--- src/hdl/qfd_pkg.sv ---
// Shared widths, constants and types of the quadrature FM demodulator.
`timescale 1ns / 1ps
`default_nettype none
package qfd_pkg;

    localparam int SAMPLE_BITS   = 16;
    localparam int MUL_W         = 2 * SAMPLE_BITS;
    localparam int PROD_W        = MUL_W + 1;
    // three bits of headroom for the CORDIC gain and the pre-rotation negation
    localparam int XY_W          = PROD_W + 3;
    localparam int ACC_W         = 26;
    localparam int CORDIC_STEPS  = 21;
    localparam int PHASE_W       = 16;
    localparam int GAIN_W        = 16;
    localparam int SCALED_W      = PHASE_W + GAIN_W + 1;
    localparam int OUT_W         = 16;
    localparam int PHASE_LSB     = 8;
    localparam int GAIN_FRAC     = 12;

    localparam logic [GAIN_W-1:0]       GAIN_RESET = GAIN_W'(10430);
    localparam logic signed [ACC_W-1:0] ANGLE_PI   = ACC_W'(8388608);

    // control bits that travel alongside each item
    typedef struct packed {
        logic valid;
        logic sob;
        logic zero;
    } ctl_t;

    // arctan(2^-k) with pi = 2^23
    function automatic logic signed [ACC_W-1:0] atan_at(input int k);
        logic signed [ACC_W-1:0] r;
        unique case (k)
            0:       r = ACC_W'(2097152);
            1:       r = ACC_W'(1238021);
            2:       r = ACC_W'(654136);
            3:       r = ACC_W'(332050);
            4:       r = ACC_W'(166669);
            5:       r = ACC_W'(83416);
            6:       r = ACC_W'(41718);
            7:       r = ACC_W'(20860);
            8:       r = ACC_W'(10430);
            9:       r = ACC_W'(5215);
            10:      r = ACC_W'(2608);
            11:      r = ACC_W'(1304);
            12:      r = ACC_W'(652);
            13:      r = ACC_W'(326);
            14:      r = ACC_W'(163);
            15:      r = ACC_W'(81);
            16:      r = ACC_W'(41);
            17:      r = ACC_W'(20);
            18:      r = ACC_W'(10);
            19:      r = ACC_W'(5);
            20:      r = ACC_W'(3);
            default: r = '0;
        endcase
        return r;
    endfunction

endpackage
`default_nettype wire

--- src/hdl/qfd_scale.sv ---
// Phase rounding, gain multiply, rounding and saturation, output register.
`timescale 1ns / 1ps
`default_nettype none
module qfd_scale
    import qfd_pkg::*;
(
    input  wire logic                    clk,
    input  wire logic                    rst_n,
    input  wire logic                    en,
    input  wire ctl_t                    ctl_in,
    input  wire logic signed [ACC_W-1:0] acc_in,
    input  wire logic [GAIN_W-1:0]       gain,
    output logic                         out_valid,
    output logic signed [OUT_W-1:0]      demod_value,
    output logic                         result_valid
);

    localparam int RND_W = SCALED_W + 1;
    localparam int VAL_W = RND_W - GAIN_FRAC;

    localparam logic signed [VAL_W-1:0] SAT_MAX = VAL_W'(32767);
    localparam logic signed [VAL_W-1:0] SAT_MIN = -VAL_W'(32768);

    ctl_t                       ca_reg, cb_reg, cc_reg;
    logic signed [ACC_W-1:0]    acc_rnd;
    logic signed [PHASE_W-1:0]  phase_reg, phase_next;
    logic signed [SCALED_W-1:0] prod_reg;
    logic signed [RND_W-1:0]    prod_rnd;
    logic signed [VAL_W-1:0]    val;
    logic signed [OUT_W-1:0]    value_reg, value_next;

    always_comb
    begin
        acc_rnd = acc_in + ACC_W'(128);
        // phase wraps to 16 bits, so pi lands on -32768
        if (ctl_in.zero)
            phase_next = '0;
        else
            phase_next = acc_rnd[PHASE_LSB +: PHASE_W];
    end

    always_comb
    begin
        prod_rnd = RND_W'(prod_reg) + RND_W'(2048);
        val      = VAL_W'(prod_rnd >>> GAIN_FRAC);
        priority if (cb_reg.sob)
            value_next = '0;
        else if (val > SAT_MAX)
            value_next = OUT_W'(SAT_MAX);
        else if (val < SAT_MIN)
            value_next = OUT_W'(SAT_MIN);
        else
            value_next = OUT_W'(val);
    end

    always_ff @(posedge clk or negedge rst_n)
    begin
        if (!rst_n)
        begin
            ca_reg <= '0;
            cb_reg <= '0;
            cc_reg <= '0;
        end
        else if (en)
        begin
            ca_reg <= ctl_in;
            cb_reg <= ca_reg;
            cc_reg <= cb_reg;
        end
    end

    always_ff @(posedge clk)
    begin
        if (en)
        begin
            phase_reg <= phase_next;
            prod_reg  <= SCALED_W'(phase_reg) * $signed({1'b0, gain});
            value_reg <= value_next;
        end
    end

    assign out_valid    = cc_reg.valid;
    assign result_valid = !cc_reg.sob;
    assign demod_value  = value_reg;

endmodule
`default_nettype wire

--- config.mk ---
export PLATFORM = sky130hd
export DESIGN_NAME = qfd_scale
export DESIGN_NICKNAME = d
export VERILOG_FILES = /design/src/hdl/qfd_pkg.sv /design/src/hdl/qfd_scale.sv
export SDC_FILE = /design/constraint.sdc
export NUM_CORES = 1
export LEC_CHECK = 0
export BUFFER_PORTS_ARGS = -buffer_cell sky130_fd_sc_hd__buf_2
export CORE_MARGIN = 2
export CORE_UTILIZATION = 38
export DETAILED_ROUTE_END_ITERATION = 8
export GPL_TIMING_DRIVEN = 0
export PLACE_DENSITY = 0.56
export SETUP_SLACK_MARGIN = 0.3
export SYNTH_ARGS = -nofsm -noshare
export SYNTH_HDL_FRONTEND = slang
export SYNTH_SLANG_ARGS = --single-unit
--- constraint.sdc ---
create_clock -name clk -period 16.95 [get_ports clk]
set_input_delay 3.39 -clock clk [delete_from_list [all_inputs] [get_ports clk]]
set_output_delay 3.39 -clock clk [all_outputs]
set_load 0.02 [all_outputs]
==> summary.txt <==
Layout
  • Layout area overhead: 9.369%
  • Share of cells above drive strength 1: 7.516%
  • Diodes inserted: 0
  • Commonest cells after routing, fill and taps aside: inv_1 (236), fa_1 (193), nand2_1 (138), ha_1 (121), and2_1 (117)
  • Max FFs per register: 22
  • Most common cell after layout, fill and taps aside: inv_1
  • NumNets Final: 1,582

Clock tree
  • H-tree levels: 3
  • CTS buffer count: 9
  • CTS tree: done
  • Worst-case clock buffer depth: 2
  • Worst-skew pair later-pin latency: 0.34 ns
  • Post-CTS Setup Repair Bufs: 0
  • Post_cts resized: 0
  • Clock-pin slew on the worst setup and hold paths: 0.05 ns
  • Post-CTS Hold Fix Bufs: 0
  • Clock Sinks: 60
  • Root Buffer: clkbuf_16

Setup path
  • CP endpoint kind: flop
  • Setup Crit Path Kind: in -> reg
  • RR Startpoint: phase_reg[5]
  • Required @ worst endpoint: 17.03 ns
  • CP Launch Type: input port
  • Crit path DAT: 9.73 ns
  • Critical Path Fanout Max: 10
  • Critical path origin: gain[8]

Logic synthesis
  • Area leader, netlist: fa_1
  • Number of enable flip-flop cells after synthesis: 54
  • Post-Synthesis Net Count: 1,515
  • Syn Inst Count: 1,153
  • Main synth FF type: edfxtp_1
  • Flops & latches, synth: 60
  • Sequential area share after synthesis: 15.93%
  • Async SR Flop Fraction: 10.00%
  • Ranking of synthesized cells by area: fa_1 (35%), edfxtp_1 (15%), ha_1 (14%), inv_1 (8.0%), and2_1 (6.6%)
  • Distinct cells, synth: 57
  • YS warnings: 0
  • Post-synth top area share: 34.73%
  • Mean Syn Cell Area: 9.648 um^2
  • Syn Std Cell Area: 0.01112 mm^2

STA
  • Tcrit/Tclk final: 56.92%
  • Total Negative Setup Slacks: 0 ns
  • Maximum clock frequency: 103.7 MHz
  • Final hold vios: 0
  • Worst Skew: 0.01032 ns
  • RSZ-0062 raised after global routing: false
  • Slew Viols, Final: 0
  • Setup Viol. Count Final: 0
  • Worst relative slew slack: 14.83%
  • Final min period: 9.648 ns
  • Worst slew pin tran: 1.278 ns

Drt
  • Vias: 7,964
  • Routed length on met1: 12,180 um
  • Routed length per instance: 17.40 um
  • Detail Route Antenna Nets: 0
  • Detailed Route WL: 27,980 um
  • Met2 WL: 13,410 um
  • 1st-pass router iterations: 5
  • Drt drc: 0
  • Top Layer Used: met4
  • Met3 WL: 1744 um
  • DR iter-0 viols: 392
  • Vias per cell: 4.953

Floorplan
  • Chip Width: 175.1 um
  • Die area: 0.03066 mm^2
  • Core Footprint: 0.02878 mm^2
  • Die H: 175.1 um
  • Io pins: 66
  • Initial Utilization: 38.65%
  • Std cell rows: 62

Placement
  • Buffers added on ports: 56
  • GPL Wtd Cong: 0.9015
  • Hpwl dp: 23,120 um

Run
  • Max Cap Viol: 0

Run status
  • Status: finished clean

Global route
  • GRT Residual Overflow: 0
  • Global-route wire length before repair: 45,310 um
  • Vias in the first global route: 8,192
  • Largest net degree at the start of global routing: 56
  • Initial antenna violation count: 1
  • GRT Resource Usage Total: 19.32%

Hold path
  • Hold path startpoint: cb_reg[2]
  • Worst Hold Class: reg -> reg
-- cells by family (layout without fill, tap and decap cells) --
family          after synthesis  count (layout)  synth area share, %
buf+inv                     273             344                9.279
flops                        60              60                15.93
xor+xnor                     51              51                4.015
mux                           5               5               0.5061
simple gates                374             374                16.98
compound gates               76              76                4.949
fa+ha+maj                   314             314                48.34
-- routing by layer --
metal | up-vias | track usage (%)
met1 | 4038 | 26.36
met5 | - | 0
met2 | 198 | 31.30
li1 | 3698 | -
met4 | 0 | 5.104
met3 | 30 | 3.982
-- worst paths after layout --
path	end	slack, ns	cells past startpoint
max in group asynchronous	out_valid	13.94	1
worst min register to register	out_valid	0.50	1
worst min-delay path	out_valid	0.50	1
worst max register to register	prod_reg[29]	9.98	21
worst max-delay path	prod_reg[29]	7.30	21
min in group asynchronous	cc_reg[1]	2.87	1
-- worst max-delay path, stage by stage --
cell      delay (ns)
buf_2           0.23
clkbuf_1        0.54
nand2_1         0.19
fa_1            0.61
fa_1            0.45
fa_1            0.48
fa_1            0.49
inv_1           0.05
fa_1            0.54
inv_1           0.07
fa_1            0.59
inv_1           0.06
ha_1            0.38
nand4_1         0.14
nor2_1          0.21
a211oi_4        0.13
o41ai_2         0.52
o211ai_2        0.17
a31oi_4         0.26
a21oi_2         0.09
xnor2_1         0.13
-- area by class of cell --
type	instances	area (um^2)
plain buffers	37	146.4
multi-input cells	820	8320
repair buffers	56	280.3
well taps	384	480.5
inverters	236	885.9
clock inverters	6	56.30
clock buffers	9	225.2
flip-flops and latches	60	1772
fillers	2861	16610
-- cells in the mapped netlist, types with 2 or more instances --
library cell / instances
nor2_1: 47
dfrtp_1: 6
nand3_1: 20
clkbuf_1: 36
nand2_1: 138
o21ai_1: 2
xnor2_1: 23
o211ai_2: 2
nand2b_1: 9
o21ai_0: 21
nor4_1: 2
a21oi_1: 16
inv_1: 236
o21ai_2: 2
nor2b_1: 4
fa_1: 193
xor2_1: 28
edfxtp_1: 54
nor3_1: 5
o31ai_1: 2
and2b_1: 2
o21bai_1: 4
nand4_1: 10
and3_1: 12
a21o_1: 7
ha_1: 121
and2_1: 117
mux2_2: 5
-- metrics by stage --
step           area [um^2]  setup WS (ns)  hold slack (ns)  std cells  utilization (%)
2_1_floorplan        11120          8.087           0.4750       1153                -
3_3_place_gp         11890          7.060           0.4854       1593            41.30
3_5_place_dp         11890          6.937           0.4913       1593            41.30
4_1_cts              12170          7.297           0.5028       1608            42.27
5_1_grt              12170          7.006           0.5307       1608            42.27
6_report             12170          7.302           0.5032       1608            42.27
Power is left out: the tool's default activity adds up to more than one toggle a clock period on the data nets, which glitch-free logic cannot reach.
