`src/hdl/qfd_pkg.sv`:
```
// Shared widths, constants and types of the quadrature FM demodulator.
`timescale 1ns / 1ps
`default_nettype none
package qfd_pkg;

    localparam int SAMPLE_BITS   = 16;
    localparam int MUL_W         = 2 * SAMPLE_BITS;
    localparam int PROD_W        = MUL_W + 1;
    // three bits of headroom for the CORDIC gain and the pre-rotation negation
    localparam int XY_W          = PROD_W + 3;
    localparam int ACC_W         = 26;
    localparam int CORDIC_STEPS  = 21;
    localparam int PHASE_W       = 16;
    localparam int GAIN_W        = 16;
    localparam int SCALED_W      = PHASE_W + GAIN_W + 1;
    localparam int OUT_W         = 16;
    localparam int PHASE_LSB     = 8;
    localparam int GAIN_FRAC     = 12;

    localparam logic [GAIN_W-1:0]       GAIN_RESET = GAIN_W'(10430);
    localparam logic signed [ACC_W-1:0] ANGLE_PI   = ACC_W'(8388608);

    // control bits that travel alongside each item
    typedef struct packed {
        logic valid;
        logic sob;
        logic zero;
    } ctl_t;

    // arctan(2^-k) with pi = 2^23
    function automatic logic signed [ACC_W-1:0] atan_at(input int k);
        logic signed [ACC_W-1:0] r;
        unique case (k)
            0:       r = ACC_W'(2097152);
            1:       r = ACC_W'(1238021);
            2:       r = ACC_W'(654136);
            3:       r = ACC_W'(332050);
            4:       r = ACC_W'(166669);
            5:       r = ACC_W'(83416);
            6:       r = ACC_W'(41718);
            7:       r = ACC_W'(20860);
            8:       r = ACC_W'(10430);
            9:       r = ACC_W'(5215);
            10:      r = ACC_W'(2608);
            11:      r = ACC_W'(1304);
            12:      r = ACC_W'(652);
            13:      r = ACC_W'(326);
            14:      r = ACC_W'(163);
            15:      r = ACC_W'(81);
            16:      r = ACC_W'(41);
            17:      r = ACC_W'(20);
            18:      r = ACC_W'(10);
            19:      r = ACC_W'(5);
            20:      r = ACC_W'(3);
            default: r = '0;
        endcase
        return r;
    endfunction

endpackage
`default_nettype wire

```
`src/hdl/qfd_cmul.sv`:
```
// Conjugate product of current and previous sample, plus CORDIC pre-rotation.
`timescale 1ns / 1ps
`default_nettype none
module qfd_cmul
    import qfd_pkg::*;
(
    input  wire logic                          clk,
    input  wire logic                          rst_n,
    input  wire logic                          en,
    input  wire logic                          in_valid,
    input  wire logic signed [SAMPLE_BITS-1:0] sample_i,
    input  wire logic signed [SAMPLE_BITS-1:0] sample_q,
    input  wire logic                          start_of_burst,
    output ctl_t                               ctl,
    output logic signed [XY_W-1:0]             x,
    output logic signed [XY_W-1:0]             y,
    output logic signed [ACC_W-1:0]            acc
);

    logic signed [SAMPLE_BITS-1:0] prev_i_reg, prev_q_reg;
    logic signed [MUL_W-1:0]       pii_reg, pqq_reg, pqi_reg, piq_reg;
    logic signed [PROD_W-1:0]      re_reg, im_reg;
    ctl_t                          c1_reg, c2_reg, c3_reg;
    ctl_t                          c1_next;
    logic signed [XY_W-1:0]        x_reg, y_reg, x_next, y_next;
    logic signed [ACC_W-1:0]       acc_reg, acc_next;

    always_comb
    begin
        c1_next.valid = in_valid;
        c1_next.sob   = start_of_burst;
        c1_next.zero  = 1'b0;
    end

    // previous sample moves on every accepted item, burst start included
    always_ff @(posedge clk or negedge rst_n)
    begin
        if (!rst_n)
        begin
            prev_i_reg <= '0;
            prev_q_reg <= '0;
        end
        else if (en && in_valid)
        begin
            prev_i_reg <= sample_i;
            prev_q_reg <= sample_q;
        end
    end

    always_ff @(posedge clk or negedge rst_n)
    begin
        if (!rst_n)
        begin
            c1_reg <= '0;
            c2_reg <= '0;
            c3_reg <= '0;
        end
        else if (en)
        begin
            c1_reg <= c1_next;
            c2_reg <= c1_reg;
            c3_reg <= {c2_reg.valid, c2_reg.sob, (re_reg == '0) && (im_reg == '0)};
        end
    end

    always_comb
    begin
        if (re_reg < 0)
        begin
            x_next   = -XY_W'(re_reg);
            y_next   = -XY_W'(im_reg);
            acc_next = (im_reg >= 0) ? ANGLE_PI : -ANGLE_PI;
        end
        else
        begin
            x_next   = XY_W'(re_reg);
            y_next   = XY_W'(im_reg);
            acc_next = '0;
        end
    end

    always_ff @(posedge clk)
    begin
        if (en)
        begin
            pii_reg <= sample_i * prev_i_reg;
            pqq_reg <= sample_q * prev_q_reg;
            pqi_reg <= sample_q * prev_i_reg;
            piq_reg <= sample_i * prev_q_reg;
            re_reg  <= PROD_W'(pii_reg) + PROD_W'(pqq_reg);
            im_reg  <= PROD_W'(pqi_reg) - PROD_W'(piq_reg);
            x_reg   <= x_next;
            y_reg   <= y_next;
            acc_reg <= acc_next;
        end
    end

    assign ctl = c3_reg;
    assign x   = x_reg;
    assign y   = y_reg;
    assign acc = acc_reg;

endmodule
`default_nettype wire

```
`config.mk`:
```
export PLATFORM = sky130hd
export DESIGN_NAME = qfd_cmul
export DESIGN_NICKNAME = d
export VERILOG_FILES = /design/src/hdl/qfd_pkg.sv /design/src/hdl/qfd_cmul.sv
export SDC_FILE = /design/constraint.sdc
export NUM_CORES = 2
export LEC_CHECK = 0
export BUFFER_PORTS_ARGS = -buffer_cell sky130_fd_sc_hd__buf_2
export CAP_MARGIN = 15
export CORE_AREA = 2 2 360 362
export CTS_CLUSTER_SIZE = 10
export DETAILED_ROUTE_END_ITERATION = 16
export DIE_AREA = 0 0 362 364
export RECOVER_POWER = 50
export SYNTH_ARGS = -nofsm -noshare
export SYNTH_HDL_FRONTEND = slang
export SYNTH_SLANG_ARGS = --single-unit
```
`constraint.sdc`:
```
create_clock -name clk -period 8.45 [get_ports clk]
set_clock_uncertainty 0.05 [all_clocks]
set_input_delay 1.69 -clock clk [delete_from_list [all_inputs] [get_ports clk]]
set_output_delay 1.69 -clock clk [all_outputs]
set_load 0.005 [all_outputs]
```
==> impl_metrics.csv <==
group,metric,value,unit
run_status,status,"finished, violations left",
run_status,violations,"max-capacitance violations, max-slew violations",
die,die_x,362,µm
sta,slew_violations,192,
worst_setup_path,r2r-end,"pqq_reg[30]$_DFFE_PP_",
die,fp.coreArea,128000,µm²
route,maxUsedRoutingLayer,"met5",
die,die_h,364,µm
route,postRouteAntennaNets,0,
cells_and_area,final_nets,6940,
route,routed_wl,130000,µm
global_route,grt_max_degree,165,
sta,fmax,0.127,GHz
sta,hold_viol,0,
worst_setup_path,worstSetupPathType,"input pin to flop",
clock_network,htree_levels,2,
route,vias,36300,
global_route,grt-ovfl-total,0,
synth,synth-seq-area-share,16.9,%
global_route,antenna_found_initial,12,
sta,rsz0062_at_grt,"false",
worst_setup_path,crit_top_cell,"fa_1",
synth,yosys_most_used_dff,"edfxtp_1",
global_route,grt_usage,20.7,%
clock_network,cts_resized,0,
sta,tightest_slew,3.24,ns
worst_setup_path,crit_fanout,22,
synth,ys_ff_latch,307,
worst_hold_path,whs_path_depth,0,
clock_network,cts_buffers,42,
synth,synth_async_sr_flop_share,12.7,%
route,wl_met2,62000,µm
worst_hold_path,hold_start,"im_reg[0]$_DFFE_PP_",
synth,synth_enable_flop_cells,268,
synth,synth_commonest_cells,"inv_1 (1209), fa_1 (1050), nand2_1 (565), and2_1 (502), ha_1 (396)",
sta,period_share,93.2,%
sta,worst_slew_margin_rel,-116,%
cells_and_area,drive_gt1_share,5.80,%
route,dr.first_iter.drc_count,2278,
synth,synth.area.top_cells,"fa_1 (39%), edfxtp_1 (15%), ha_1 (9.3%)",
synth,post-synth-top-count-cell,"inv_1",
sta,min_period,7.88,ns
route,wl_met1,58400,µm
clock_network,worstSkewPairLatency,0.60,ns
die,dieArea,132000,µm²
route,drt_pass1_iterations,5,
worst_hold_path,hold-path-endpoint,"y[0]$_DFFE_PP_",
clock_network,root_buffer,"clkbuf_16",
worst_setup_path,crit_chain,"buf_2 -> clkbuf_1 -> nand2_1 -> fa_1 -> inv_1 -> ha_1 -> inv_1 -> fa_1 -> fa_1 -> inv_1 -> fa_1 -> fa_1 -> ha_1 -> a21o_1 -> a21o_1 -> a2111oi_0 -> o21a_1 -> a21oi_1 -> or4_1 -> a41o_1 -> a21oi_1 -> xnor2_1",
worst_setup_path,cp-end-kind,"flop",
worst_setup_path,worst_setup_path_start_kind,"input pin",
global_route,grt_pass1_wl,214000,µm
worst_setup_path,cp_slowest_cell,"clkbuf_1",
route,vias_per_cell,5.07,
worst_setup_path,r2r_slack,1.05,ns
worst_setup_path,max_stage_delay,0.87,ns
worst_hold_path,hold_path_class,"flop to flop",
global_route,grt_pass1_vias,38600,
route,drc,0,
cells_and_area,syn2layout_area_growth,7.75,%
route,wl_met3,6650,µm
synth,synth_warnings,0,
sta,final.setup.tns,0,ns
synth,synth_area,53400,µm²
clock_network,post_cts_buffers,0,
route,wire_per_inst,18.2,µm
die,initial_core_util,41.6,%
synth,yosysTopAreaCell,"fa_1",
synth,netlist.area_leader.share,39.4,%
worst_setup_path,rr_worst_depth,21,
die,pin_count,138,
clock_network,cts.sinks,307,
worst_setup_path,regToRegStartpoint,"prev_q_reg[2]$_DFFE_PN0P_",
sta,setup_viol,0,
synth,synth_cell_type_count,74,
synth,synth_area_per_cell,9.93,µm²
worst_setup_path,crit_required,8.76,ns
placement,place_congestion,0.868,
clock_network,path_clk_slew,0.07,ns
placement,hpwl,107000,µm
die,row_count,132,
run,cap_viol_max_count,5,
placement,io_buffers,114,
clock_network,cts_tree,"built",
clock_network,cts_hold_repair.buffers,0,
clock_network,cts_buffer_depth,3,
worst_setup_path,cp.arrival,8.18,ns
synth,synthCells,5373,
## through the flow
stage | hold slack [ns] | worst slack [ns] | cell area (µm²) | util (%) | instances
after global routing | 0.461 | 0.240 | 57500 | 44.8 | 7159
after detailed placement | 0.425 | 0.167 | 56200 | 43.8 | 7088
after CTS | 0.438 | 0.794 | 57600 | 44.9 | 7158
final | 0.439 | 0.572 | 57500 | 44.8 | 7160
after floorplan | 0.374 | 0.676 | 53500 | - | 5398
after global placement | 0.422 | 0.160 | 56200 | 43.8 | 7088
## critical path, delay by kind of cell
kind	cells	cell delay [ns]
compound gates	7	1.57
xor+xnor	1	0.08
buf+inv	5	1.28
simple gates	2	0.68
fa+ha+maj	7	2.84
## cell type report
type,count,area (µm²)
flip-flops and latches,307,9030
fillers,12200,70800
well taps,1675,2100
repair buffers,247,1550
clock inverters,20,292
multi-input cells,3649,38900
diodes,2,5.00
clock buffers,50,1080
inverters,1210,4540
## layer usage
layer / track usage, % / vias up
met5: 0 / -
met4: 4.92 / 12
met3: 2.44 / 153
met2: 34.6 / 833
met1: 28.8 / 18700
li1: - / 16500
## worst max path at each step
stage,startpoint,endpoint,slack [ns],cells past startpoint
2_1_floorplan,sample_i[7],pii_reg[25]$_DFFE_PP_,0.68,23
3_3_place_gp,sample_q[12],pqq_reg[30]$_DFFE_PP_,0.16,21
3_5_place_dp,sample_q[9],pqq_reg[30]$_DFFE_PP_,0.17,22
4_1_cts,sample_q[9],pqq_reg[30]$_DFFE_PP_,0.79,22
5_1_grt,sample_i[0],pii_reg[30]$_DFFE_PP_,0.24,22
6_report,sample_i[0],pii_reg[30]$_DFFE_PP_,0.57,22
## kinds of logic (layout without fill, tap and decap cells)
kind of cell / after synthesis / after routing / synth area share [%]
AO/OA/AOI/OAI: 489 / 489 / 6.10
XOR/XNOR: 252 / 252 / 4.14
adder cells (fa/ha/maj): 1446 / 1446 / 48.7
buffers and inverters: 1442 / 1527 / 10.3
flip-flops: 307 / 307 / 16.9
multiplexers: 39 / 39 / 0.818
other: 1 / 28 / 0.00703
AND/OR/NAND/NOR: 1397 / 1397 / 13.0
## placed cells by master (no fill, tap or decap), types with 35 or more instances in the layout
| master | count |
|---|---|
| inv_1 | 1209 |
| fa_1 | 1050 |
| nand2_1 | 565 |
| and2_1 | 491 |
| ha_1 | 396 |
| edfxtp_1 | 268 |
| xnor2_1 | 200 |
| nor2_1 | 137 |
| a21oi_1 | 126 |
| buf_4 | 119 |
| o21ai_0 | 84 |
| buf_2 | 75 |
| a21o_1 | 70 |
| clkbuf_1 | 55 |
| xor2_1 | 52 |
| clkbuf_16 | 42 |
| o21a_1 | 37 |
| mux2_2 | 37 |
| dfrtp_1 | 36 |
| nand2b_1 | 35 |
| nand3_1 | 35 |
Power is not shown: default switching activity piles up to over one toggle a cycle in this logic, so the estimate is an artifact.
